$ cat src/rtl/core/pidc_pkg.sv
// shared constants, types and helpers for the drive pid position controller
package pidc_pkg;

	// field widths
	localparam int ENCODER_WIDTH = 24;
	localparam int GAIN_FRACTION_BITS = 8;
	localparam int DIR_W = 3;
	localparam int TARGET_W = 20;
	localparam int MAXP_W = 7;
	localparam int WAIT_W = 16;
	localparam int GAIN_W = 8;
	localparam int ZONE_W = 16;
	localparam int GYRO_W = 16;
	localparam int ELAPSED_W = 10;
	localparam int WHEEL_W = 8;
	localparam int ERR_W = 25;
	localparam int CFG_IDX_W = 3;
	localparam int CFG_DATA_W = 20;

	// internal widths
	localparam int DIFF_W = ERR_W + 1;
	localparam int INTEG_W = 6;
	localparam int SETTLE_W = 16;
	localparam int AVG_W = ENCODER_WIDTH - 1;
	localparam int GMAG_W = GYRO_W + 1;
	localparam int RAW_W = ((ENCODER_WIDTH > TARGET_W) ? ENCODER_WIDTH : TARGET_W) + 2;
	localparam int CMP_W = (RAW_W > DIFF_W) ? RAW_W : DIFF_W;
	localparam int KP_W = ERR_W + GAIN_W + 1;
	localparam int KI_W = INTEG_W + GAIN_W + 1;
	localparam int KD_W = DIFF_W + GAIN_W + 1;
	localparam int SUM_W = KD_W + 1;
	localparam int PMAG_W = SUM_W - GAIN_FRACTION_BITS;
	localparam int SHAPE_W = 8;
	localparam int MIX_W = GYRO_W + 2;

	// error saturation bounds in the wide compare width
	localparam logic signed [CMP_W-1:0] ERR_HI = CMP_W'((2 ** (ERR_W - 1)) - 1);
	localparam logic signed [CMP_W-1:0] ERR_LO = -ERR_HI - CMP_W'(1);

	// control constants
	localparam int INTEGRAL_LIMIT = 20;
	localparam int STRAIGHT_MIN_POWER = 20;
	localparam int TURN_OFFSET = 15;
	localparam int SETTLE_BAND = 100;
	localparam int STRAFE_DEADBAND = 5;
	localparam int MIN_WAIT_MS = 250;
	localparam int WHEEL_LIMIT = 127;

	// direction codes
	localparam logic [DIR_W-1:0] DIR_NORTH = 3'd0;
	localparam logic [DIR_W-1:0] DIR_SOUTH = 3'd1;
	localparam logic [DIR_W-1:0] DIR_LEFT = 3'd2;
	localparam logic [DIR_W-1:0] DIR_RIGHT = 3'd3;
	localparam logic [DIR_W-1:0] DIR_EAST = 3'd4;
	localparam logic [DIR_W-1:0] DIR_WEST = 3'd5;

	// configuration register indexes
	localparam logic [CFG_IDX_W-1:0] REG_DIRECTION = 3'd0;
	localparam logic [CFG_IDX_W-1:0] REG_TARGET = 3'd1;
	localparam logic [CFG_IDX_W-1:0] REG_MAX_POWER = 3'd2;
	localparam logic [CFG_IDX_W-1:0] REG_WAIT_TIME = 3'd3;
	localparam logic [CFG_IDX_W-1:0] REG_KP = 3'd4;
	localparam logic [CFG_IDX_W-1:0] REG_KI = 3'd5;
	localparam logic [CFG_IDX_W-1:0] REG_KD = 3'd6;
	localparam logic [CFG_IDX_W-1:0] REG_ZONE = 3'd7;

	// configuration register file contents
	typedef struct packed {
		logic [DIR_W-1:0]    dir;
		logic [TARGET_W-1:0] target;
		logic [MAXP_W-1:0]   max_power;
		logic [WAIT_W-1:0]   wait_ms;
		logic [GAIN_W-1:0]   kp;
		logic [GAIN_W-1:0]   ki;
		logic [GAIN_W-1:0]   kd;
		logic [ZONE_W-1:0]   zone;
	} cfg_t;

	// error stage result handed to the multiply stage
	typedef struct packed {
		logic signed [ERR_W-1:0]   err;
		logic signed [INTEG_W-1:0] integ;
		logic signed [DIFF_W-1:0]  diff;
		logic                      err_zero;
		logic                      done;
	} track_t;

	// four mixed wheel commands
	typedef struct packed {
		logic signed [WHEEL_W-1:0] fl;
		logic signed [WHEEL_W-1:0] fr;
		logic signed [WHEEL_W-1:0] bl;
		logic signed [WHEEL_W-1:0] br;
	} wheels_t;

	function automatic logic is_turn(input logic [DIR_W-1:0] dir);
		return (dir == DIR_LEFT) || (dir == DIR_RIGHT);
	endfunction

	function automatic logic is_strafe(input logic [DIR_W-1:0] dir);
		return (dir == DIR_EAST) || (dir == DIR_WEST);
	endfunction

	// clip a mixed wheel value to the motor command range
	function automatic logic signed [WHEEL_W-1:0] sat_wheel(input logic signed [MIX_W-1:0] v);
		logic signed [MIX_W-1:0] res;
		if (v > $signed(MIX_W'(WHEEL_LIMIT))) begin
			res = $signed(MIX_W'(WHEEL_LIMIT));
		end else if (v < -$signed(MIX_W'(WHEEL_LIMIT))) begin
			res = -$signed(MIX_W'(WHEEL_LIMIT));
		end else begin
			res = v;
		end
		return res[WHEEL_W-1:0];
	endfunction

endpackage

$ cat src/rtl/core/drive_pid_position_controller.sv
// top level of the drive pid position controller: config registers and pipeline
//
//  channel | direction | handshake              | payload
//  in      | input     | in_valid / in_stall    | start_move, encoder sums, gyro, elapsed
//  out     | output    | out_valid / out_stall  | four wheel powers, control_error, move_done
//  cfg     | input     | cfg_wr_en              | cfg_index, cfg_wdata
//
// one item per cycle sustained while out_stall is low; after the input register an item passes the
// error, multiply, sum and shape stages into the result register. the loop state updates
// as an item leaves the input register, so items follow back to back. reset clears the
// loop state and loads the register defaults.
// a stalled output holds its item; each stage still fills while a later one is empty.
module drive_pid_position_controller import pidc_pkg::*; (
	input  logic                        clk,
	input  logic                        arst_n,
	input  logic                        cfg_wr_en,
	input  logic [CFG_IDX_W-1:0]        cfg_index,
	input  logic [CFG_DATA_W-1:0]       cfg_wdata,
	input  logic                        in_valid,
	output logic                        in_stall,
	input  logic                        start_move,
	input  logic [ENCODER_WIDTH-1:0]    left_encoder_sum,
	input  logic [ENCODER_WIDTH-1:0]    right_encoder_sum,
	input  logic signed [GYRO_W-1:0]    gyro_reading,
	input  logic [ELAPSED_W-1:0]        elapsed_ms,
	output logic                        out_valid,
	input  logic                        out_stall,
	output logic signed [WHEEL_W-1:0]   front_left_power,
	output logic signed [WHEEL_W-1:0]   front_right_power,
	output logic signed [WHEEL_W-1:0]   back_left_power,
	output logic signed [WHEEL_W-1:0]   back_right_power,
	output logic signed [ERR_W-1:0]     control_error,
	output logic                        move_done
);

	cfg_t cfg_q;

	// stage valids and load enables
	logic v_s1, v_s2, v_s3, v_s4, out_valid_q;
	logic ld_s1, ld_s2, ld_s3, ld_s4, ld_out;

	// stage 1: input register
	logic                       start_s1;
	logic [ENCODER_WIDTH-1:0]   left_s1;
	logic [ENCODER_WIDTH-1:0]   right_s1;
	logic signed [GYRO_W-1:0]   gyro_s1;
	logic [ELAPSED_W-1:0]       elapsed_s1;

	// stage 2: error stage result
	track_t                     trk;
	track_t                     trk_s2;
	logic signed [GYRO_W-1:0]   gyro_s2;

	// stage 3: products
	logic signed [KP_W-1:0]     kp_prod;
	logic signed [KI_W-1:0]     ki_prod;
	logic signed [KD_W-1:0]     kd_prod;
	logic signed [KP_W-1:0]     kp_s3;
	logic signed [KI_W-1:0]     ki_s3;
	logic signed [KD_W-1:0]     kd_s3;
	logic signed [ERR_W-1:0]    err_s3;
	logic signed [GYRO_W-1:0]   gyro_s3;
	logic                       done_s3;

	// stage 4: power before shaping
	logic signed [SUM_W-1:0]    pid_sum;
	logic [SUM_W-1:0]           sum_mag;
	logic                       p_neg_s4;
	logic [PMAG_W-1:0]          p_mag_s4;
	logic signed [ERR_W-1:0]    err_s4;
	logic signed [GYRO_W-1:0]   gyro_s4;
	logic                       done_s4;

	wheels_t                    wheels;
	wheels_t                    wheels_q;
	logic signed [ERR_W-1:0]    err_q;
	logic                       done_q;

	// configuration registers
	always_ff @(posedge clk or negedge arst_n) begin
		if (!arst_n) begin
			cfg_q.dir <= DIR_NORTH;
			cfg_q.target <= '0;
			cfg_q.max_power <= MAXP_W'(127);
			cfg_q.wait_ms <= WAIT_W'(MIN_WAIT_MS);
			cfg_q.kp <= GAIN_W'(51);
			cfg_q.ki <= GAIN_W'(26);
			cfg_q.kd <= GAIN_W'(102);
			cfg_q.zone <= ZONE_W'(210);
		end else if (cfg_wr_en) begin
			case (cfg_index)
				REG_DIRECTION: cfg_q.dir <= cfg_wdata[DIR_W-1:0];
				REG_TARGET:    cfg_q.target <= cfg_wdata[TARGET_W-1:0];
				REG_MAX_POWER: cfg_q.max_power <= cfg_wdata[MAXP_W-1:0];
				REG_WAIT_TIME: cfg_q.wait_ms <= cfg_wdata[WAIT_W-1:0];
				REG_KP:        cfg_q.kp <= cfg_wdata[GAIN_W-1:0];
				REG_KI:        cfg_q.ki <= cfg_wdata[GAIN_W-1:0];
				REG_KD:        cfg_q.kd <= cfg_wdata[GAIN_W-1:0];
				REG_ZONE:      cfg_q.zone <= cfg_wdata[ZONE_W-1:0];
				default:       cfg_q <= cfg_q;
			endcase
		end
	end

	// a stage loads when it is empty or the next one takes its item
	always_comb begin
		ld_out = !out_valid_q || !out_stall;
		ld_s4 = !v_s4 || ld_out;
		ld_s3 = !v_s3 || ld_s4;
		ld_s2 = !v_s2 || ld_s3;
		ld_s1 = !v_s1 || ld_s2;
		in_stall = !ld_s1;
	end

	always_ff @(posedge clk or negedge arst_n) begin
		if (!arst_n) begin
			v_s1 <= 1'b0;
			v_s2 <= 1'b0;
			v_s3 <= 1'b0;
			v_s4 <= 1'b0;
			out_valid_q <= 1'b0;
		end else begin
			if (ld_s1) v_s1 <= in_valid;
			if (ld_s2) v_s2 <= v_s1;
			if (ld_s3) v_s3 <= v_s2;
			if (ld_s4) v_s4 <= v_s3;
			if (ld_out) out_valid_q <= v_s4;
		end
	end

	// input register
	always_ff @(posedge clk) begin
		if (ld_s1) begin
			start_s1 <= start_move;
			left_s1 <= left_encoder_sum;
			right_s1 <= right_encoder_sum;
			gyro_s1 <= gyro_reading;
			elapsed_s1 <= elapsed_ms;
		end
	end

	// error, integral and settle logic; state commits as the item moves on
	pidc_track u_track (
		.clk     (clk),
		.arst_n  (arst_n),
		.commit  (v_s1 && ld_s2),
		.cfg     (cfg_q),
		.start   (start_s1),
		.left    (left_s1),
		.right   (right_s1),
		.gyro    (gyro_s1),
		.elapsed (elapsed_s1),
		.trk     (trk)
	);

	always_ff @(posedge clk) begin
		if (ld_s2) begin
			trk_s2 <= trk;
			gyro_s2 <= gyro_s1;
		end
	end

	// gain products, derivative term dropped at zero error
	always_comb begin
		kp_prod = KP_W'($signed({1'b0, cfg_q.kp})) * KP_W'(trk_s2.err);
		ki_prod = KI_W'($signed({1'b0, cfg_q.ki})) * KI_W'(trk_s2.integ);
		kd_prod = trk_s2.err_zero ? '0
			: KD_W'($signed({1'b0, cfg_q.kd})) * KD_W'(trk_s2.diff);
	end

	always_ff @(posedge clk) begin
		if (ld_s3) begin
			kp_s3 <= kp_prod;
			ki_s3 <= ki_prod;
			kd_s3 <= kd_prod;
			err_s3 <= trk_s2.err;
			gyro_s3 <= gyro_s2;
			done_s3 <= trk_s2.done;
		end
	end

	// pid sum, scaled down with truncation toward zero
	always_comb begin
		pid_sum = SUM_W'(kp_s3) + SUM_W'(ki_s3) + SUM_W'(kd_s3);
		sum_mag = pid_sum[SUM_W-1] ? SUM_W'(-pid_sum) : SUM_W'(pid_sum);
	end

	always_ff @(posedge clk) begin
		if (ld_s4) begin
			p_neg_s4 <= pid_sum[SUM_W-1];
			p_mag_s4 <= sum_mag[SUM_W-1:GAIN_FRACTION_BITS];
			err_s4 <= err_s3;
			gyro_s4 <= gyro_s3;
			done_s4 <= done_s3;
		end
	end

	pidc_shape u_shape (
		.cfg    (cfg_q),
		.p_neg  (p_neg_s4),
		.p_mag  (p_mag_s4),
		.gyro   (gyro_s4),
		.done   (done_s4),
		.wheels (wheels)
	);

	// result register
	always_ff @(posedge clk) begin
		if (ld_out) begin
			wheels_q <= wheels;
			err_q <= err_s4;
			done_q <= done_s4;
		end
	end

	assign out_valid = out_valid_q;
	assign front_left_power = wheels_q.fl;
	assign front_right_power = wheels_q.fr;
	assign back_left_power = wheels_q.bl;
	assign back_right_power = wheels_q.br;
	assign control_error = err_q;
	assign move_done = done_q;

endmodule

$ cat src/rtl/core/pidc_track.sv
// error, integral, derivative difference and settle timer with the loop state registers
module pidc_track import pidc_pkg::*; (
	input  logic                        clk,
	input  logic                        arst_n,
	input  logic                        commit,
	input  cfg_t                        cfg,
	input  logic                        start,
	input  logic [ENCODER_WIDTH-1:0]    left,
	input  logic [ENCODER_WIDTH-1:0]    right,
	input  logic signed [GYRO_W-1:0]    gyro,
	input  logic [ELAPSED_W-1:0]        elapsed,
	output track_t                      trk
);

	logic signed [INTEG_W-1:0] integral_q;
	logic signed [ERR_W-1:0]   prev_err_q;
	logic                      armed_q;
	logic [SETTLE_W-1:0]       settle_q;

	logic signed [INTEG_W-1:0] integ_eff;
	logic signed [ERR_W-1:0]   prev_eff;
	logic                      armed_eff;
	logic [SETTLE_W-1:0]       settle_eff;
	logic [ELAPSED_W-1:0]      elapsed_eff;

	logic                      turn;
	logic                      strafe;
	logic                      bad_dir;
	logic [ENCODER_WIDTH:0]    enc_sum;
	logic [AVG_W-1:0]          enc_avg;
	logic signed [GMAG_W-1:0]  gyro_ext;
	logic [GMAG_W-1:0]         gyro_mag;
	logic [CMP_W-1:0]          sub_val;
	logic signed [CMP_W-1:0]   err_raw;
	logic signed [ERR_W-1:0]   err;
	logic [ERR_W-1:0]          err_mag;
	logic                      integ_en;
	logic signed [DIFF_W-1:0]  isum;
	logic signed [INTEG_W-1:0] integ;
	logic signed [DIFF_W-1:0]  diff;
	logic                      armed_nx;
	logic [SETTLE_W:0]         settle_add;
	logic [SETTLE_W-1:0]       settle_sat;
	logic [SETTLE_W-1:0]       settle_nx;
	logic [SETTLE_W-1:0]       wait_eff;
	logic                      done;

	// start of a move clears the loop state for this item
	always_comb begin
		integ_eff = start ? '0 : integral_q;
		prev_eff = start ? '0 : prev_err_q;
		armed_eff = start ? 1'b0 : armed_q;
		settle_eff = start ? '0 : settle_q;
		elapsed_eff = start ? '0 : elapsed;
	end

	// position or heading error, saturated to the error field
	always_comb begin
		turn = is_turn(cfg.dir);
		strafe = is_strafe(cfg.dir);
		bad_dir = cfg.dir > DIR_WEST;
		enc_sum = {1'b0, left} + {1'b0, right};
		enc_avg = enc_sum[ENCODER_WIDTH:2];
		gyro_ext = GMAG_W'(gyro);
		gyro_mag = gyro_ext[GMAG_W-1] ? GMAG_W'(-gyro_ext) : GMAG_W'(gyro_ext);
		sub_val = turn ? CMP_W'(gyro_mag) : CMP_W'(enc_avg);
		err_raw = $signed(CMP_W'(cfg.target)) - $signed(sub_val);
		if (err_raw > ERR_HI) begin
			err = ERR_HI[ERR_W-1:0];
		end else if (err_raw < ERR_LO) begin
			err = ERR_LO[ERR_W-1:0];
		end else begin
			err = err_raw[ERR_W-1:0];
		end
		err_mag = err[ERR_W-1] ? ERR_W'(-err) : ERR_W'(err);
	end

	// integral inside the zone, clamped
	always_comb begin
		integ_en = (err_mag < ERR_W'(cfg.zone)) &&
			(strafe ? (err > $signed(ERR_W'(STRAFE_DEADBAND))) : (err != '0));
		isum = DIFF_W'(integ_eff) + DIFF_W'(err);
		if (!integ_en) begin
			integ = '0;
		end else if (isum > $signed(DIFF_W'(INTEGRAL_LIMIT))) begin
			integ = INTEG_W'(INTEGRAL_LIMIT);
		end else if (isum < -$signed(DIFF_W'(INTEGRAL_LIMIT))) begin
			integ = -INTEG_W'(INTEGRAL_LIMIT);
		end else begin
			integ = isum[INTEG_W-1:0];
		end
		diff = DIFF_W'(err) - DIFF_W'(prev_eff);
	end

	// settle timer
	always_comb begin
		armed_nx = armed_eff || (err < $signed(ERR_W'(SETTLE_BAND)));
		settle_add = (SETTLE_W + 1)'(settle_eff) + (SETTLE_W + 1)'(elapsed_eff);
		settle_sat = settle_add[SETTLE_W] ? '1 : settle_add[SETTLE_W-1:0];
		settle_nx = armed_nx ? settle_sat : '0;
		wait_eff = (cfg.wait_ms < WAIT_W'(MIN_WAIT_MS)) ? WAIT_W'(MIN_WAIT_MS) : cfg.wait_ms;
		done = settle_nx >= wait_eff;
	end

	// stage result; an unknown direction means no move
	always_comb begin
		trk.err = bad_dir ? '0 : err;
		trk.integ = integ;
		trk.diff = diff;
		trk.err_zero = err == '0;
		trk.done = bad_dir ? 1'b1 : done;
	end

	// loop state, updated once per item as it leaves the input register
	always_ff @(posedge clk or negedge arst_n) begin
		if (!arst_n) begin
			integral_q <= '0;
			prev_err_q <= '0;
			armed_q <= 1'b0;
			settle_q <= '0;
		end else if (commit) begin
			if (bad_dir) begin
				integral_q <= integ_eff;
				prev_err_q <= prev_eff;
				armed_q <= armed_eff;
				settle_q <= settle_eff;
			end else begin
				integral_q <= integ;
				prev_err_q <= err;
				armed_q <= armed_nx;
				settle_q <= settle_nx;
			end
		end
	end

endmodule

$ cat src/rtl/core/pidc_shape.sv
// power shaping, drift correction and four-wheel mixing
module pidc_shape import pidc_pkg::*; (
	input  cfg_t                      cfg,
	input  logic                      p_neg,
	input  logic [PMAG_W-1:0]         p_mag,
	input  logic signed [GYRO_W-1:0]  gyro,
	input  logic                      done,
	output wheels_t                   wheels
);

	logic                     straight;
	logic [SHAPE_W-1:0]       mag;
	logic signed [MIX_W-1:0]  p;
	logic signed [MIX_W-1:0]  d;
	logic signed [MIX_W-1:0]  fl;
	logic signed [MIX_W-1:0]  fr;
	logic signed [MIX_W-1:0]  bl;
	logic signed [MIX_W-1:0]  br;

	// limit, minimum or offset on the power magnitude
	always_comb begin
		straight = !is_turn(cfg.dir) && !is_strafe(cfg.dir);
		if (p_mag > PMAG_W'(cfg.max_power)) begin
			mag = SHAPE_W'(cfg.max_power);
		end else if (p_mag == '0) begin
			mag = '0;
		end else if (straight) begin
			mag = (p_mag < PMAG_W'(STRAIGHT_MIN_POWER)) ? SHAPE_W'(STRAIGHT_MIN_POWER)
				: p_mag[SHAPE_W-1:0];
		end else begin
			mag = p_mag[SHAPE_W-1:0] + SHAPE_W'(TURN_OFFSET);
		end
		p = p_neg ? -$signed(MIX_W'(mag)) : $signed(MIX_W'(mag));
		d = is_turn(cfg.dir) ? '0 : MIX_W'(gyro);
	end

	// wheel mix per direction
	always_comb begin
		case (cfg.dir)
			DIR_NORTH: begin
				fl = p - d; bl = p - d; fr = p + d; br = p + d;
			end
			DIR_SOUTH: begin
				fl = -p - d; bl = -p - d; fr = -p + d; br = -p + d;
			end
			DIR_LEFT: begin
				fl = -p; bl = -p; fr = p; br = p;
			end
			DIR_RIGHT: begin
				fl = p; bl = p; fr = -p; br = -p;
			end
			DIR_EAST: begin
				fl = p - d; fr = -p + d; bl = -p - d; br = p + d;
			end
			DIR_WEST: begin
				fl = -p - d; fr = p + d; bl = p - d; br = -p + d;
			end
			default: begin
				fl = '0; fr = '0; bl = '0; br = '0;
			end
		endcase
	end

	// motors stop once the move is done
	always_comb begin
		wheels.fl = done ? '0 : sat_wheel(fl);
		wheels.fr = done ? '0 : sat_wheel(fr);
		wheels.bl = done ? '0 : sat_wheel(bl);
		wheels.br = done ? '0 : sat_wheel(br);
	end

endmodule

$ cat config.mk
export PLATFORM = sky130hd
export DESIGN_NAME = drive_pid_position_controller
export DESIGN_NICKNAME = d
export VERILOG_FILES = /design/src/rtl/core/pidc_pkg.sv /design/src/rtl/core/drive_pid_position_controller.sv /design/src/rtl/core/pidc_track.sv /design/src/rtl/core/pidc_shape.sv
export SDC_FILE = /design/constraint.sdc
export NUM_CORES = 2
export LEC_CHECK = 0
export BUFFER_PORTS_ARGS = -buffer_cell sky130_fd_sc_hd__buf_2
export CAP_MARGIN = 15
export CORE_MARGIN = 5
export CORE_UTILIZATION = 40
export CTS_CLUSTER_DIAMETER = 80
export DETAILED_ROUTE_END_ITERATION = 10
export GPL_TIMING_DRIVEN = 0
export SLEW_MARGIN = 5
export SYNTH_ARGS = -nofsm -noshare
export SYNTH_HDL_FRONTEND = slang
export SYNTH_SLANG_ARGS = --single-unit
$ cat constraint.sdc
create_clock -name clk -period 13.87 [get_ports clk]
set_input_delay 3.4675 -clock clk [delete_from_list [all_inputs] [get_ports clk]]
set_output_delay 3.4675 -clock clk [all_outputs]
set_load 0.01 [all_outputs]
==> results.yml <==
outcome:
  status: "finished clean"
setup_path:
  cp.required_ns: 14.22
  critPathMaxStageDelay_ns: 0.96
  critPathCaptureType: "register"
  crit_top_cell: "a21o_1"
  cp-start-kind: "register"
  slowest_stage: "xnor2_1"
  crit_fanout: 10
  crit_type: "reg -> reg"
  worstPathArrival_ns: 12.69
layout:
  final_cells: 7087
  fin_nets: 6290
  area_growth_pct: 11.1
  layout-drive-gt1-share_pct: 8.75
  finish.utilization_pct: 44.8
clock_network:
  holdBufCountCts: 0
  clk_latency_ns: 0.64
  postCtsSetupBuffers: 0
  post_cts_resized: 0
  clk_pin_slew_ns: 0.06
  numCtsBuffers: 66
  clk_path_buf_depth: 3
  clock-sinks: 544
  htree_levels: 3
  cts-root-buf: "clkbuf_16"
  cts_tree: "built"
floorplan:
  fp.dieH_um: 364
  dieWidth_um: 364
  coreArea_um2: 124000
  rows: 129
  num_io_pins: 163
  start_util_pct: 40.4
  die-area_um2: 132000
synthesis:
  ys.flop_type: "edfxtp_1"
  avgSynthCellArea_um2: 9.74
  syn_nets: 6040
  synth_area_um2: 50100
  yosysSeqAreaShare_pct: 31.3
  synth_seq_cells: 544
  synth_edf_count: 405
  synth_cell_types: 106
  ys_async_sr_fraction_pct: 25.6
  synthCells: 5143
  yosysWarnings: 0
placement:
  dp_cells: 6961
  numPortBuffers: 158
  hpwlAfterDp_um: 113000
  gp_congestion: 0.968
job:
  maxCapViolations: 0
global_routing:
  grt_usage_pct: 21.1
  grt_pass1_vias: 37500
  gr-total-overflow: 0
  grt_max_degree: 88
  antenna_found_initial: 15
  grt_pass1_wl_um: 217000
drt:
  wl_per_cell_um: 20.0
  num_vias: 38000
  first_pass_iters: 8
  drt_iter0_drc: 2735
  vias_per_cell: 5.36
  wl_um: 141000
  ant_nets: 0
  route.detailed.drc: 0
timing:
  final.setup.tns_ns: 0
  finalSetupViolCount: 0
  finalHoldViolCount: 0
  slew-limit-headroom_pct: 15.3
  period_needed_ns: 12.34
  skew_ns: 0.0316
  max_freq_mhz: 81.1
  fin_crit_sh_pct: 89.0
  tightest_slew_ns: 1.26
  rsz0062_at_grt: "false"
  slew_violations: 0
min_path:
  hp-class: "reg -> reg"
## area by class of cell
class | instances | area (um2)
multi-input cells | 3803 | 31500
clock inverters | 29 | 344
diodes | 8 | 20.0
plain buffers | 156 | 611
fillers | 11900 | 68500
inverters | 640 | 2410
repair buffers | 182 | 1190
clock buffers | 88 | 1880
flip-flops and latches | 544 | 15700
well taps | 1637 | 2050
## logic make-up after synthesis
group / count (synthesis) / synth area share [%]
buffers and inverters: 796 / 6.02
flip-flops: 544 / 31.3
AND/OR/NAND/NOR: 1565 / 15.8
XOR/XNOR: 323 / 5.65
adder cells (fa/ha/maj): 797 / 25.7
multiplexers: 122 / 2.66
AO/OA/AOI/OAI: 996 / 12.9
## registers in the layout, summed over array words and instances (netlist names), 10 cells and up
register	cells
cfg_q	86
trk_s2	59
kd_s3	35
kp_s3	34
p_mag_s4	28
control_error	25
err_s3	25
err_s4	25
u_track.prev_err_q	25
left_s1	24
right_s1	24
gyro_s1	16
gyro_s2	16
gyro_s3	16
gyro_s4	16
u_track.settle_q	16
ki_s3	15
elapsed_s1	10
## final timing paths
kind / startpoint / to / slack (ns) / cells after the start
worst max-delay path: cfg_q[84] / trk_s2[0] / 1.53 / 42
worst min-delay path: gyro_s2[8] / gyro_s3[8] / 0.41 / 0
worst max register to register: cfg_q[84] / trk_s2[0] / 1.53 / 42
worst min register to register: gyro_s2[8] / gyro_s3[8] / 0.41 / 0
max in group asynchronous: arst_n / cfg_q[36] / 10.26 / 2
min in group asynchronous: arst_n / u_track.settle_q[1] / 2.74 / 1
## cell usage in the layout, fill, tap and decap left out, types with 14 or more instances in the layout
cell type,instances
a22o_1,28
clkbuf_1,143
nand2_1,488
xnor2_1,218
dfstp_2,28
nand2b_1,61
nor2b_1,73
or4_1,14
nor3_1,70
xor2_1,102
a21oi_1,279
dfrtp_1,111
o21bai_1,40
mux2_2,88
inv_1,635
ha_1,408
o21ai_0,217
clkbuf_16,70
o21ai_1,17
a31oi_1,30
o21a_1,37
a211oi_1,31
nand3_1,76
buf_1,15
nor4_1,27
a21o_1,70
nor2_1,272
and2_1,302
o211ai_1,28
and3_1,41
mux2i_1,34
nand4_1,27
or3_1,30
edfxtp_1,405
buf_2,166
o31ai_1,36
or2_2,19
fa_1,386
## critical path, delay by kind of cell, from the launching register on
kind            cells  cell delay (ns)
compound gates     23             4.82
flops               1             0.31
simple gates        8             1.94
buf+inv             8             3.18
xor+xnor            1             0.96
fa+ha+maj           2             0.79
## Yosys cell counts (88+ instances only)
master	count	area share, %
o21ai_0	220	2.2
and2_1	302	3.8
mux2_2	88	2.0
ha_1	408	10
clkbuf_1	131	0.98
fa_1	386	15
nor2_1	272	2.0
a21oi_1	279	2.8
edfxtp_1	405	24
xor2_1	103	1.8
xnor2_1	220	3.8
nand2_1	490	3.7
dfrtp_1	111	5.5
inv_1	636	4.8
## through the flow
stage,hold slack [ns],setup slack [ns],instance area (um2)
floorplan,0.400,3.97,50100
global placement,0.400,1.40,52900
detailed placement,0.405,1.90,53400
CTS,0.410,1.85,55600
global route,0.419,0.956,55600
finish,0.412,1.53,55600
## layer usage
metal | track usage (%) | routed length (um) | vias up | part of all wire [%]
met1 | 29.9 | 64300 | 18500 | 45
li1 | - | - | 18100 | -
met2 | 33.2 | 63300 | 1127 | 45
met3 | 3.93 | 9610 | 221 | 6.8
met4 | 6.11 | 4290 | 0 | 3.0
met5 | 0 | 0 | - | 0
Power is not shown: default switching activity piles up to over one toggle a cycle in this logic, so the estimate is an artifact.
